File: src/design/sexp_tok_pkg.sv
// ---------------------------------------------------------------------------
// S-expression tokenizer package
// Shared event codes, character constants, result types and the character
// classification and escape-translation functions.
// ---------------------------------------------------------------------------
package sexp_tok_pkg;

   localparam int unsigned MaxDepthDefault = 255;
   localparam int CharW = 21;
   localparam int NestW = 8;

   typedef enum logic [3:0] {
      EV_ACHAR = 4'd0,
      EV_AEND  = 4'd1,
      EV_SCHAR = 4'd2,
      EV_SEND  = 4'd3,
      EV_OPEN  = 4'd4,
      EV_CLOSE = 4'd5,
      EV_EXTRA = 4'd6,
      EV_OVER  = 4'd7,
      EV_OK    = 4'd8,
      EV_BAD   = 4'd9
   } event_type;

   localparam logic [CharW-1:0] CH_QUOTE  = 21'h22;
   localparam logic [CharW-1:0] CH_APOS   = 21'h27;
   localparam logic [CharW-1:0] CH_LPAR   = 21'h28;
   localparam logic [CharW-1:0] CH_RPAR   = 21'h29;
   localparam logic [CharW-1:0] CH_BSLASH = 21'h5C;
   localparam logic [CharW-1:0] CH_A      = 21'h61;
   localparam logic [CharW-1:0] CH_B      = 21'h62;
   localparam logic [CharW-1:0] CH_F      = 21'h66;
   localparam logic [CharW-1:0] CH_N      = 21'h6E;
   localparam logic [CharW-1:0] CH_R      = 21'h72;
   localparam logic [CharW-1:0] CH_T      = 21'h74;
   localparam logic [CharW-1:0] CH_V      = 21'h76;
   localparam logic [CharW-1:0] CH_BEL    = 21'h07;
   localparam logic [CharW-1:0] CH_BS     = 21'h08;
   localparam logic [CharW-1:0] CH_TAB    = 21'h09;
   localparam logic [CharW-1:0] CH_LF     = 21'h0A;
   localparam logic [CharW-1:0] CH_VT     = 21'h0B;
   localparam logic [CharW-1:0] CH_FF     = 21'h0C;
   localparam logic [CharW-1:0] CH_CR     = 21'h0D;

   typedef struct packed {
      event_type        ev;
      logic [CharW-1:0] ch;
      logic [NestW-1:0] depth;
   } result_type;

   // up to two results caused by one input item
   typedef struct packed {
      logic [1:0] count;
      result_type r0;
      result_type r1;
   } pair_type;

   typedef struct packed {
      logic             known;
      logic [CharW-1:0] ch;
   } unesc_type;

   function automatic logic is_space(input logic [CharW-1:0] c);
      return c inside {[21'h09:21'h0D], [21'h1C:21'h20], [21'h2000:21'h200A],
                       21'h85, 21'hA0, 21'h1680, 21'h2028, 21'h2029,
                       21'h202F, 21'h205F, 21'h3000};
   endfunction

   function automatic unesc_type unescape(input logic [CharW-1:0] c);
      unesc_type u;
      u.known = 1'b1;
      u.ch    = c;
      case (c)
         CH_BSLASH, CH_APOS, CH_QUOTE: u.ch = c;
         CH_B:    u.ch = CH_BS;
         CH_F:    u.ch = CH_FF;
         CH_T:    u.ch = CH_TAB;
         CH_N:    u.ch = CH_LF;
         CH_R:    u.ch = CH_CR;
         CH_V:    u.ch = CH_VT;
         CH_A:    u.ch = CH_BEL;
         default: u.known = 1'b0;
      endcase
      return u;
   endfunction

endpackage

File: src/design/sexp_tok_core.sv
// ---------------------------------------------------------------------------
// S-expression tokenizer core
// Parser state registers and the single-pass step logic that turns one
// character (or the end marker) into zero, one or two result events.
// ---------------------------------------------------------------------------
module sexp_tok_core #(
   parameter int unsigned MAX_DEPTH = sexp_tok_pkg::MaxDepthDefault
) (
   input  logic                          clock,
   input  logic                          reset,
   input  logic                          step_en,
   input  logic [sexp_tok_pkg::CharW-1:0] code_point,
   input  logic                          end_marker,
   output sexp_tok_pkg::pair_type        pair
);

   localparam int DepthW = $clog2(MAX_DEPTH + 1);

   logic              esc_ff, esc_in;
   logic              atom_ff, atom_in;
   logic              str_ff, str_in;
   logic [DepthW-1:0] depth_ff, depth_in;
   logic              top_ff, top_in;
   logic              fail_ff, fail_in;

   logic                          pre_v, main_v, top_eff, space, delim;
   sexp_tok_pkg::event_type       pre_ev, main_ev;
   logic [sexp_tok_pkg::CharW-1:0] pre_ch, main_ch;
   logic [DepthW-1:0]             main_depth;
   sexp_tok_pkg::unesc_type       ue;
   sexp_tok_pkg::result_type      pre_r, main_r;

   always_comb begin
      esc_in  = esc_ff;
      atom_in = atom_ff;
      str_in  = str_ff;
      depth_in = depth_ff;
      top_in  = top_ff;
      fail_in = fail_ff;
      pre_v   = 1'b0;
      pre_ev  = sexp_tok_pkg::EV_AEND;
      pre_ch  = '0;
      main_v  = 1'b0;
      main_ev = sexp_tok_pkg::EV_OK;
      main_ch = '0;
      top_eff = top_ff;
      ue      = sexp_tok_pkg::unescape(code_point);
      space   = sexp_tok_pkg::is_space(code_point);
      delim   = (code_point == sexp_tok_pkg::CH_LPAR) || (code_point == sexp_tok_pkg::CH_RPAR) ||
                (code_point == sexp_tok_pkg::CH_QUOTE) || space;

      if (end_marker) begin
         if (atom_ff && !fail_ff) begin
            pre_v = 1'b1;
            if (depth_ff == '0) top_eff = 1'b1;
         end
         main_v  = 1'b1;
         main_ev = (fail_ff || depth_ff != '0 || !top_eff) ? sexp_tok_pkg::EV_BAD
                                                          : sexp_tok_pkg::EV_OK;
         esc_in   = 1'b0;
         atom_in  = 1'b0;
         str_in   = 1'b0;
         depth_in = '0;
         top_in   = 1'b0;
         fail_in  = 1'b0;
      end else if (!fail_ff) begin
         if (str_ff) begin
            if (esc_ff) begin
               esc_in  = 1'b0;
               main_v  = 1'b1;
               main_ev = sexp_tok_pkg::EV_SCHAR;
               main_ch = ue.ch;
               if (!ue.known || code_point == sexp_tok_pkg::CH_QUOTE) begin
                  pre_v  = 1'b1;
                  pre_ev = sexp_tok_pkg::EV_SCHAR;
                  pre_ch = sexp_tok_pkg::CH_BSLASH;
               end
            end else if (code_point == sexp_tok_pkg::CH_BSLASH) begin
               esc_in = 1'b1;
            end else if (code_point == sexp_tok_pkg::CH_QUOTE) begin
               str_in  = 1'b0;
               main_v  = 1'b1;
               main_ev = sexp_tok_pkg::EV_SEND;
               main_ch = sexp_tok_pkg::CH_QUOTE;
               if (depth_ff == '0) top_in = 1'b1;
            end else begin
               main_v  = 1'b1;
               main_ev = sexp_tok_pkg::EV_SCHAR;
               main_ch = code_point;
            end
         end else if (atom_ff && !delim) begin
            main_v  = 1'b1;
            main_ev = sexp_tok_pkg::EV_ACHAR;
            main_ch = code_point;
         end else begin
            // a delimiter closes a running atom, then is handled as usual
            if (atom_ff) begin
               atom_in = 1'b0;
               pre_v   = 1'b1;
               if (depth_ff == '0) top_in = 1'b1;
            end
            if (esc_ff) begin
               esc_in  = 1'b0;
               atom_in = 1'b1;
               main_v  = 1'b1;
               main_ev = sexp_tok_pkg::EV_ACHAR;
               main_ch = ue.ch;
               if (!ue.known) begin
                  pre_v  = 1'b1;
                  pre_ev = sexp_tok_pkg::EV_ACHAR;
                  pre_ch = sexp_tok_pkg::CH_BSLASH;
               end
            end else if (code_point == sexp_tok_pkg::CH_BSLASH) begin
               esc_in = 1'b1;
            end else if (space) begin
               esc_in = 1'b0;
            end else if (code_point == sexp_tok_pkg::CH_LPAR) begin
               main_v = 1'b1;
               if (depth_ff >= DepthW'(MAX_DEPTH)) begin
                  fail_in = 1'b1;
                  main_ev = sexp_tok_pkg::EV_OVER;
               end else begin
                  depth_in = depth_ff + DepthW'(1);
                  main_ev  = sexp_tok_pkg::EV_OPEN;
               end
            end else if (code_point == sexp_tok_pkg::CH_RPAR) begin
               main_v = 1'b1;
               if (depth_ff == '0) begin
                  fail_in = 1'b1;
                  main_ev = sexp_tok_pkg::EV_EXTRA;
               end else begin
                  depth_in = depth_ff - DepthW'(1);
                  main_ev  = sexp_tok_pkg::EV_CLOSE;
                  if (depth_ff == DepthW'(1)) top_in = 1'b1;
               end
            end else if (code_point == sexp_tok_pkg::CH_QUOTE) begin
               str_in  = 1'b1;
               main_v  = 1'b1;
               main_ev = sexp_tok_pkg::EV_SCHAR;
               main_ch = sexp_tok_pkg::CH_QUOTE;
            end else begin
               atom_in = 1'b1;
               main_v  = 1'b1;
               main_ev = sexp_tok_pkg::EV_ACHAR;
               main_ch = code_point;
            end
         end
      end

      main_depth = end_marker ? depth_ff : depth_in;
   end

   always_comb begin
      pre_r.ev     = pre_ev;
      pre_r.ch     = pre_ch;
      pre_r.depth  = sexp_tok_pkg::NestW'(depth_ff);
      main_r.ev    = main_ev;
      main_r.ch    = main_ch;
      main_r.depth = sexp_tok_pkg::NestW'(main_depth);
      pair.count   = {1'b0, pre_v} + {1'b0, main_v};
      pair.r0      = pre_v ? pre_r : main_r;
      pair.r1      = main_r;
   end

   always_ff @(posedge clock) begin
      if (reset) begin
         esc_ff   <= 1'b0;
         atom_ff  <= 1'b0;
         str_ff   <= 1'b0;
         depth_ff <= '0;
         top_ff   <= 1'b0;
         fail_ff  <= 1'b0;
      end else if (step_en) begin
         esc_ff   <= esc_in;
         atom_ff  <= atom_in;
         str_ff   <= str_in;
         depth_ff <= depth_in;
         top_ff   <= top_in;
         fail_ff  <= fail_in;
      end
   end

   a_depth_bound: assert property (@(posedge clock) disable iff (reset)
      depth_ff <= DepthW'(MAX_DEPTH))
      else $error("list depth above limit");

   a_atom_str_excl: assert property (@(posedge clock) disable iff (reset)
      !(atom_ff && str_ff))
      else $error("inside atom and string at once");

   a_no_esc_in_atom: assert property (@(posedge clock) disable iff (reset)
      !(atom_ff && esc_ff))
      else $error("escape pending inside atom");

endmodule

File: src/design/sexp_tok_outq.sv
// ---------------------------------------------------------------------------
// S-expression tokenizer result buffer
// Holds the results of one item and hands them out one beat at a time.
// ---------------------------------------------------------------------------
module sexp_tok_outq (
   input  logic                           clock,
   input  logic                           reset,
   input  logic                           load_en,
   input  sexp_tok_pkg::pair_type         load_pair,
   output logic                           ready,
   output logic                           rsp_valid,
   input  logic                           rsp_stall,
   output logic [3:0]                     rsp_event_res,
   output logic [sexp_tok_pkg::CharW-1:0] rsp_char_value,
   output logic [sexp_tok_pkg::NestW-1:0] rsp_nest_depth,
   output logic                           rsp_last_of_item
);

   logic                     valid_ff, valid_in;
   logic                     idx_ff, idx_in;
   sexp_tok_pkg::pair_type   pair_ff, pair_in;
   sexp_tok_pkg::result_type cur;
   logic                     last, beat, done;

   always_comb begin
      cur      = idx_ff ? pair_ff.r1 : pair_ff.r0;
      last     = (pair_ff.count != 2'd2) || idx_ff;
      beat     = valid_ff && !rsp_stall;
      done     = beat && last;
      ready    = !valid_ff || done;
      valid_in = valid_ff;
      idx_in   = idx_ff;
      pair_in  = pair_ff;
      if (load_en) begin
         valid_in = 1'b1;
         idx_in   = 1'b0;
         pair_in  = load_pair;
      end else if (done) begin
         valid_in = 1'b0;
      end else if (beat) begin
         idx_in = 1'b1;
      end
   end

   assign rsp_valid        = valid_ff;
   assign rsp_event_res    = cur.ev;
   assign rsp_char_value   = cur.ch;
   assign rsp_nest_depth   = cur.depth;
   assign rsp_last_of_item = last;

   always_ff @(posedge clock) begin
      if (reset) begin
         valid_ff <= 1'b0;
         idx_ff   <= 1'b0;
      end else begin
         valid_ff <= valid_in;
         idx_ff   <= idx_in;
      end
      pair_ff <= pair_in;
   end

   a_count_nonzero: assert property (@(posedge clock) disable iff (reset)
      valid_ff |-> pair_ff.count != 2'd0)
      else $error("buffer valid with no results");

   a_second_needs_two: assert property (@(posedge clock) disable iff (reset)
      (valid_ff && idx_ff) |-> pair_ff.count == 2'd2)
      else $error("second beat of a single-result item");

   a_load_when_free: assert property (@(posedge clock) disable iff (reset)
      load_en |-> ready)
      else $error("load into a busy buffer");

endmodule

File: src/design/sexp_tokenizer_unit.sv
// ---------------------------------------------------------------------------
// S-expression tokenizer unit
// Streams one code point per beat and emits token events with depth.
// ---------------------------------------------------------------------------
// Each request beat carries one Unicode code point, or the end marker, and
// yields zero, one or two response beats: atom characters, atom end, string
// characters (quotes kept, escapes translated), string end, list open and
// close, and the error and status events. The final response of an item has
// rsp_last_of_item set; items that only change state (whitespace, a
// backslash that opens an escape, any character after an error) give none.
// The unit takes one item per clock while the result buffer can take its
// results; a receiver stall, or a two-event item that holds the result
// buffer until both beats are sent, stalls the input. The two-entry result
// buffer behind the step logic holds the results of one item. A request
// passes the input register and then the result buffer on its way to the
// first response beat. After the end marker the status event is sent and
// all parser state returns to its reset value.
// ---------------------------------------------------------------------------
module sexp_tokenizer_unit #(
   parameter int unsigned MAX_DEPTH = sexp_tok_pkg::MaxDepthDefault
) (
   input  logic                           clock,
   input  logic                           reset,
   input  logic                           req_valid,
   output logic                           req_stall,
   input  logic [sexp_tok_pkg::CharW-1:0] req_code_point,
   input  logic                           req_end_marker,
   output logic                           rsp_valid,
   input  logic                           rsp_stall,
   output logic [3:0]                     rsp_event_res,
   output logic [sexp_tok_pkg::CharW-1:0] rsp_char_value,
   output logic [sexp_tok_pkg::NestW-1:0] rsp_nest_depth,
   output logic                           rsp_last_of_item
);

   // input register
   logic                           s1_valid_ff, s1_valid_in;
   logic [sexp_tok_pkg::CharW-1:0] s1_cp_ff;
   logic                           s1_end_ff;

   sexp_tok_pkg::pair_type pair;
   logic                   q_ready;
   logic                   step_en;
   logic                   req_beat;

   // Advance the held item when the buffer can take its results, or when it
   // has none to give.
   assign step_en     = s1_valid_ff && (q_ready || pair.count == 2'd0);
   assign req_stall   = s1_valid_ff && !step_en;
   assign req_beat    = req_valid && !req_stall;
   assign s1_valid_in = req_beat || (s1_valid_ff && !step_en);

   always_ff @(posedge clock) begin
      if (reset) begin
         s1_valid_ff <= 1'b0;
      end else begin
         s1_valid_ff <= s1_valid_in;
      end
      // hold payload while stalled, load on a new beat
      if (req_beat) begin
         s1_cp_ff  <= req_code_point;
         s1_end_ff <= req_end_marker;
      end
   end

   sexp_tok_core #(
      .MAX_DEPTH (MAX_DEPTH)
   ) u_core (
      .clock      (clock),
      .reset      (reset),
      .step_en    (step_en),
      .code_point (s1_cp_ff),
      .end_marker (s1_end_ff),
      .pair       (pair)
   );

   sexp_tok_outq u_outq (
      .clock            (clock),
      .reset            (reset),
      .load_en          (step_en && pair.count != 2'd0),
      .load_pair        (pair),
      .ready            (q_ready),
      .rsp_valid        (rsp_valid),
      .rsp_stall        (rsp_stall),
      .rsp_event_res    (rsp_event_res),
      .rsp_char_value   (rsp_char_value),
      .rsp_nest_depth   (rsp_nest_depth),
      .rsp_last_of_item (rsp_last_of_item)
   );

endmodule

File: config.mk
export PLATFORM = sky130hd
export DESIGN_NAME = sexp_tokenizer_unit
export DESIGN_NICKNAME = d
export VERILOG_FILES = /design/src/design/sexp_tok_pkg.sv /design/src/design/sexp_tok_core.sv /design/src/design/sexp_tok_outq.sv /design/src/design/sexp_tokenizer_unit.sv
export SDC_FILE = /design/constraint.sdc
export NUM_CORES = 1
export LEC_CHECK = 0
export BUFFER_PORTS_ARGS = -buffer_cell sky130_fd_sc_hd__buf_2
export CAP_MARGIN = 10
export CORE_AREA = 2 2 105 183
export CTS_CLUSTER_SIZE = 20
export DETAILED_ROUTE_END_ITERATION = 8
export DIE_AREA = 0 0 107 185
export PLACE_DENSITY = 0.6
export RECOVER_POWER = 50
export SLEW_MARGIN = 40
export SYNTH_ARGS = -nofsm -noshare
export SYNTH_HDL_FRONTEND = slang
export SYNTH_SLANG_ARGS = --single-unit
File: constraint.sdc
create_clock -name clock -period 9.1 [get_ports clock]
set_input_delay 0.455 -clock clock [delete_from_list [all_inputs] [get_ports clock]]
set_output_delay 0.455 -clock clock [all_outputs]
set_load 0.03 [all_outputs]
==> results.cfg, run 1 <==
[synthesis]
ys_top_cells_by_area = edfxtp_1 (43%), mux2_2 (6.6%), dfxtp_1 (5.1%), nor2_1 (2.6%), o21ai_0 (2.5%)
yosys_warnings = 0
synth_area_mm2 = 0.00632
synth_seq_area_share = 0.478
yosys.area.top_type = edfxtp_1
synth-edff-count = 90
syn-num-nets = 636
yosysTopAreaCellShare = 0.427
synthMostInstantiatedCell = edfxtp_1
syn_area_per_cell_um2 = 10.5
async_flop_share = 0
syn_inst = 605
yosys.cell_types.count = 76
synthFlopType = edfxtp_1
yosys-top-cells-count = edfxtp_1 (90), nor2_1 (43), mux2_2 (37)
ys_ff_latch = 106

[worst_setup_path]
path_max_fanout = 49
cp_cell_sequence = or4_1 > or2_0 > or4_1 > o21ai_0 > or2_0 > o21ai_4 > ha_1 > o21ai_1 > nor2_4 > buf_4
crit_type = register to register
worst_setup_path_start_kind = register
cpMaxStageDelayCell = or2_0
cp.required_ps = 9130
cpPeakStageDelay_ps = 900
worst_ep_arrival_time_ps = 5950
end_kind = register

[grt]
antenna_found_initial = 0
overflow = 0
grt_pass1_wl_um = 27100
grt_max_degree = 50
grt_pass1_vias = 4945
grt_usage = 0.180

[clocking]
cts_buffers = 9
clk_pin_slew_ps = 70
cts_sinks = 106
cts_setup_buffers = 0
cts_resized = 0
cts-root-buf = clkbuf_16
cts.htree.levels = 3
tritoncts = yes
hold_buffers = 0
insertion_delay_ps = 350
clock_path_buffers = 2

[pwr]
total_power_mw = 1.06
pwr-share-comb = 0.103
pwr-share-clk = 0.360
p_seq_frac = 0.537
p_per_area_mw_per_mm2 = 153
power_leakage_nw = 2.36
switching_share = 0.248
internal_power_uw = 800
ir_drop_v = 0.0000897
p_sw_uw = 264

[sta]
fmax_ghz = 0.169
max_slew_margin = -0.363
fin_setup_tns_ps = 0
finalHoldWorstSlack_ps = 275
setup_viol = 0
tightestPinTransition_ps = 2040
hold_viol = 0
post-route-min-period_ps = 5920
fin_worst_skew_ps = 8.68
slew_viol_final = 35
min_period_over_period = 0.650
fin_ws_ps = 3180
rsz0062_at_grt = no

[floorplan]
rows = 66
ios = 62
core_area_mm2 = 0.0184
die_area_mm2 = 0.0198
fp.dieW_um = 107
start_util = 0.343
die_h_um = 185

[drt]
drt_iter0_drc = 307
drt_wl_total_um = 17600
drc = 0
ant_nets = 0
first_pass_iters = 5
vias = 4982
vias_per_cell = 5.70
wl_per_cell_um = 20.1

[min_path]
hold_class = primary input to register

[finish]
final_cells = 874
reg.largest.list = u_outq.pair_ff: 68 flops, s1_cp_ff: 21 flops, u_core.depth_ff: 8 flops
top_register = u_outq.pair_ff
diodes = 0
largest_reg_flops = 68
drive_gt1_frac = 0.160
fillers = 1868
areaGrowthSynthToFinish_pct = 9.99
final_nets = 663

[place]
placed_cells = 859
pre_cts_slack_ps = 3740
port-buffer-count = 61
gp_congestion = 0.893
hpwlAfterDp_um = 13400

[outcome]
violations = max-capacitance violations, max-slew violations
status = complete, but fails checks

[run]
drv_cap = 1
-- per-layer routing --
layer | GRT usage | up-vias | wire, um
li1 | - | 2395 | -
met1 | 0.185 | 2414 | 6440
met2 | 0.349 | 138 | 9960
met3 | 0.0236 | 35 | 548
met4 | 0.0930 | 0 | 640
met5 | 0 | - | 0
-- worst max-delay path, delay by kind of cell, from the launching register on --
| family | cells | cell delay (ps) |
|---|---|---|
| AND/OR/NAND/NOR | 5 | 3050 |
| adder cells (fa/ha/maj) | 1 | 360 |
| flip-flops | 1 | 410 |
| AO/OA/AOI/OAI | 3 | 1340 |
| buffers and inverters | 1 | 400 |
-- final timing paths --
path	cells after the start	endpoint	start	slack, ps
setup / recovery	10	u_outq.pair_ff[17]	s1_cp_ff[20]	3180
hold / removal	1	s1_cp_ff[11]	req_code_point[11]	280
setup reg to reg	10	u_outq.pair_ff[17]	s1_cp_ff[20]	3180
hold reg to reg	2	u_core.top_ff	u_core.top_ff	540
-- power groups by stage --
stage	registers, mW	clock network (mW)	logic, mW
floorplan	0.571	0	0.0880
global placement	0.580	0	0.111
detailed placement	0.582	0	0.113
CTS	0.571	0.393	0.113
global route	0.574	0.407	0.118
finish	0.571	0.383	0.109
-- cell type report --
class / count / area, um2 / share of cell area
sequential: 106 / 3020 / 0.435
multi-input combinational: 431 / 2990 / 0.430
tap: 238 / 298 / 0.0428
timing repair buffer: 66 / 293 / 0.0421
clock buffer: 11 / 233 / 0.0335
inverter: 18 / 67.6 / 0.00972
clock inverter: 4 / 51.3 / 0.00738
-- through the flow --
stage               instance area [um2]  utilization
floorplan                          6320            -
global placement                   6740        0.366
detailed placement                 6740        0.366
CTS                                7030        0.382
global route                       6950        0.378
finish                             6950        0.378
-- cells in the final DEF, fill, tap and decap left out, drive strengths merged, types with 6 or more instances in the layout --
| master | instances |
|---|---|
| nand4 | 10 |
| clkbuf | 45 |
| edfxtp | 90 |
| or4 | 13 |
| a21oi | 25 |
| or3 | 11 |
| nor4 | 19 |
| and2 | 15 |
| buf | 32 |
| nand2b | 13 |
| nand3 | 13 |
| inv | 18 |
| and3 | 19 |
| nand2 | 24 |
| nor2 | 43 |
| a211oi | 7 |
| o31ai | 9 |
| a21o | 9 |
| or2 | 6 |
| nor3 | 28 |
| a31oi | 7 |
| dfxtp | 16 |
| mux2 | 40 |
| o21ai | 34 |
-- kinds of logic (layout without fill, tap and decap cells) --
kind of cell / Yosys count / count (layout) / share of synthesized area
adder cells (fa/ha/maj): 5 / 5 / 0.00990
multiplexers: 45 / 45 / 0.0803
AO/OA/AOI/OAI: 139 / 139 / 0.157
flip-flops: 106 / 106 / 0.478
buffers and inverters: 68 / 99 / 0.0483
AND/OR/NAND/NOR: 239 / 239 / 0.222
XOR/XNOR: 3 / 3 / 0.00416
Note: power is estimated with default switching activity, not from simulation.
==> inputs of run 2 (changes only) <==
- clock period: 9.1 -> 6.2 ns (I/O delays scaled with it)
==> run 2 against run 1 <==
Effect of this change:
- the run still ends with max-capacitance violations, max-slew violations left
- core utilization increased by 0.23 points
- cell area increased by 0.61%
- worst setup slack worse by 2300 ps
- via count grew 4.2%
- critical path depth grew 1
- sequential share of layout area fell by 0.26 points
- global-route usage rose by 2.2 points
- total power up 45%
- worst hold slack lost 150 ps
- clock-buffer cell count unchanged
- register-to-register slack worse by 2300 ps
- routed wire length increased by 10%
- highest routed layer unchanged
==> results.cfg, run 2 (synthesis results as in run 1) <==
[worst_setup_path]
end_kind = register
cpPeakStageDelay_ps = 670
crit_top_cell = or4_1
worst_ep_arrival_time_ps = 5390
cpMaxStageDelayCell = or4_1
cp.required_ps = 6300
crit_type = register to register
cp_cell_sequence = or4_1 > or2_0 > or4_1 > o21ai_0 > or2_1 > o21ai_4 > ha_1 > o21ai_1 > nor2_4 > buf_8 > buf_4
worst_setup_path_start_kind = register
path_max_fanout = 20

[pwr]
ir_drop_v = 0.000122
p_per_area_mw_per_mm2 = 221
power_leakage_nw = 2.39

[sta]
post-route-min-period_ps = 5290
fmax_ghz = 0.189
rsz0062_at_grt = no
min_period_over_period = 0.853
slew_viol_final = 35
fin_worst_skew_ps = 10.3
setup_viol = 0
tightestPinTransition_ps = 2060
fin_setup_tns_ps = 0
hold_viol = 0
finalHoldWorstSlack_ps = 126
max_slew_margin = -0.372

[drt]
drt_iter0_drc = 376
vias_per_cell = 5.88
drc = 0
ant_nets = 0
drt_wl_total_um = 19400
first_pass_iters = 5
wl_per_cell_um = 22.0
vias = 5191

[grt]
grt_pass1_wl_um = 30100
grt_usage = 0.203
overflow = 0
grt_max_degree = 35
grt_pass1_vias = 5200
antenna_found_initial = 0

[floorplan]
fp.dieW_um = 107
die_area_mm2 = 0.0198
ios = 62
start_util = 0.343
die_h_um = 185
rows = 66
core_area_mm2 = 0.0184

[clocking]
cts-root-buf = clkbuf_16
cts_setup_buffers = 0
cts_resized = 0
hold_buffers = 0
cts.htree.levels = 3
clk_pin_slew_ps = 70
clock_path_buffers = 2
tritoncts = yes
cts_sinks = 106
cts_buffers = 9
insertion_delay_ps = 350

[finish]
diodes = 0
largest_reg_flops = 68
areaGrowthSynthToFinish_pct = 10.7
drive_gt1_frac = 0.164
final_cell_mix = edfxtp_1 (90), nor2_1 (42), clkbuf_1 (38)
fillers = 1849
final_common_cell = edfxtp_1
final_nets = 671
top_register = u_outq.pair_ff
reg.largest.list = u_outq.pair_ff: 68 flops, s1_cp_ff: 21 flops, u_core.depth_ff: 8 flops
final_cells = 883

[run]
drv_cap = 1

[outcome]
status = complete, but fails checks
violations = max-capacitance violations, max-slew violations

[place]
placed_cells = 867
hpwlAfterDp_um = 15100
port-buffer-count = 61
gp_congestion = 1.01

[min_path]
hold_class = primary input to register
==> run 2: changes by cell type in the layout (fill, tap and decap cells not counted), moves of 2 or more <==
cell and delta:
buf_8 +2, and2_0 +2, buf_4 +6, mux2_1 +2, clkinv_2 +2, mux2_2 -2, nor4_1 +2, nor4_2 -2
buf_2 -2, and2_1 -2, clkbuf_1 +2
==> run 2: critical path, delay by kind of cell (launching register included) <==
kind                     cells  cell delay [ps]
buffers and inverters        2              420
AO/OA/AOI/OAI                3             1230
AND/OR/NAND/NOR              5             2610
adder cells (fa/ha/maj)      1              350
flip-flops                   1              420
==> run 2: area by class of cell <==
cell class	count	area [um2]	area share
flip-flops and latches	106	3020	0.432
multi-input cells	431	2970	0.425
inverters	18	67.6	0.00966
clock inverters	5	38.8	0.00554
repair buffers	74	365	0.0522
clock buffers	11	233	0.0333
well taps	238	298	0.0426
==> run 2: stage by stage <==
step                 util  setup slack [ps]  total power, mW  instance area (um2)
floorplan               -               954            0.966                 6320
global placement    0.368              1040             1.02                 6780
detailed placement  0.370              1230             1.03                 6820
CTS                 0.385              1210             1.56                 7090
global route        0.380               533             1.60                 7000
finish              0.380               913             1.55                 7000
==> run 2: final timing paths <==
path	startpoint	endpoint	slack [ps]	cells past startpoint
setup / recovery	s1_cp_ff[20]	u_outq.pair_ff[29]	910	11
hold / removal	req_code_point[0]	s1_cp_ff[0]	130	1
setup reg to reg	s1_cp_ff[20]	u_outq.pair_ff[29]	910	11
hold reg to reg	u_core.top_ff	u_core.top_ff	560	2
==> run 2: layer usage <==
| layer | vias to the layer above | GRT usage | part of all wire |
|---|---|---|---|
| met1 | 2515 | 0.194 | 0.34 |
| met4 | 0 | 0.131 | 0.067 |
| met3 | 62 | 0.0243 | 0.034 |
| met2 | 205 | 0.396 | 0.56 |
| met5 | - | 0 | 0 |
| li1 | 2409 | - | - |
==> run 2: report_power, final <==
part,switching [mW],internal (mW),leakage [nW]
sequential,0.0247,0.809,0.999
clock,0.261,0.277,0.136
combinational,0.118,0.0555,1.26
total,0.404,1.14,2.39
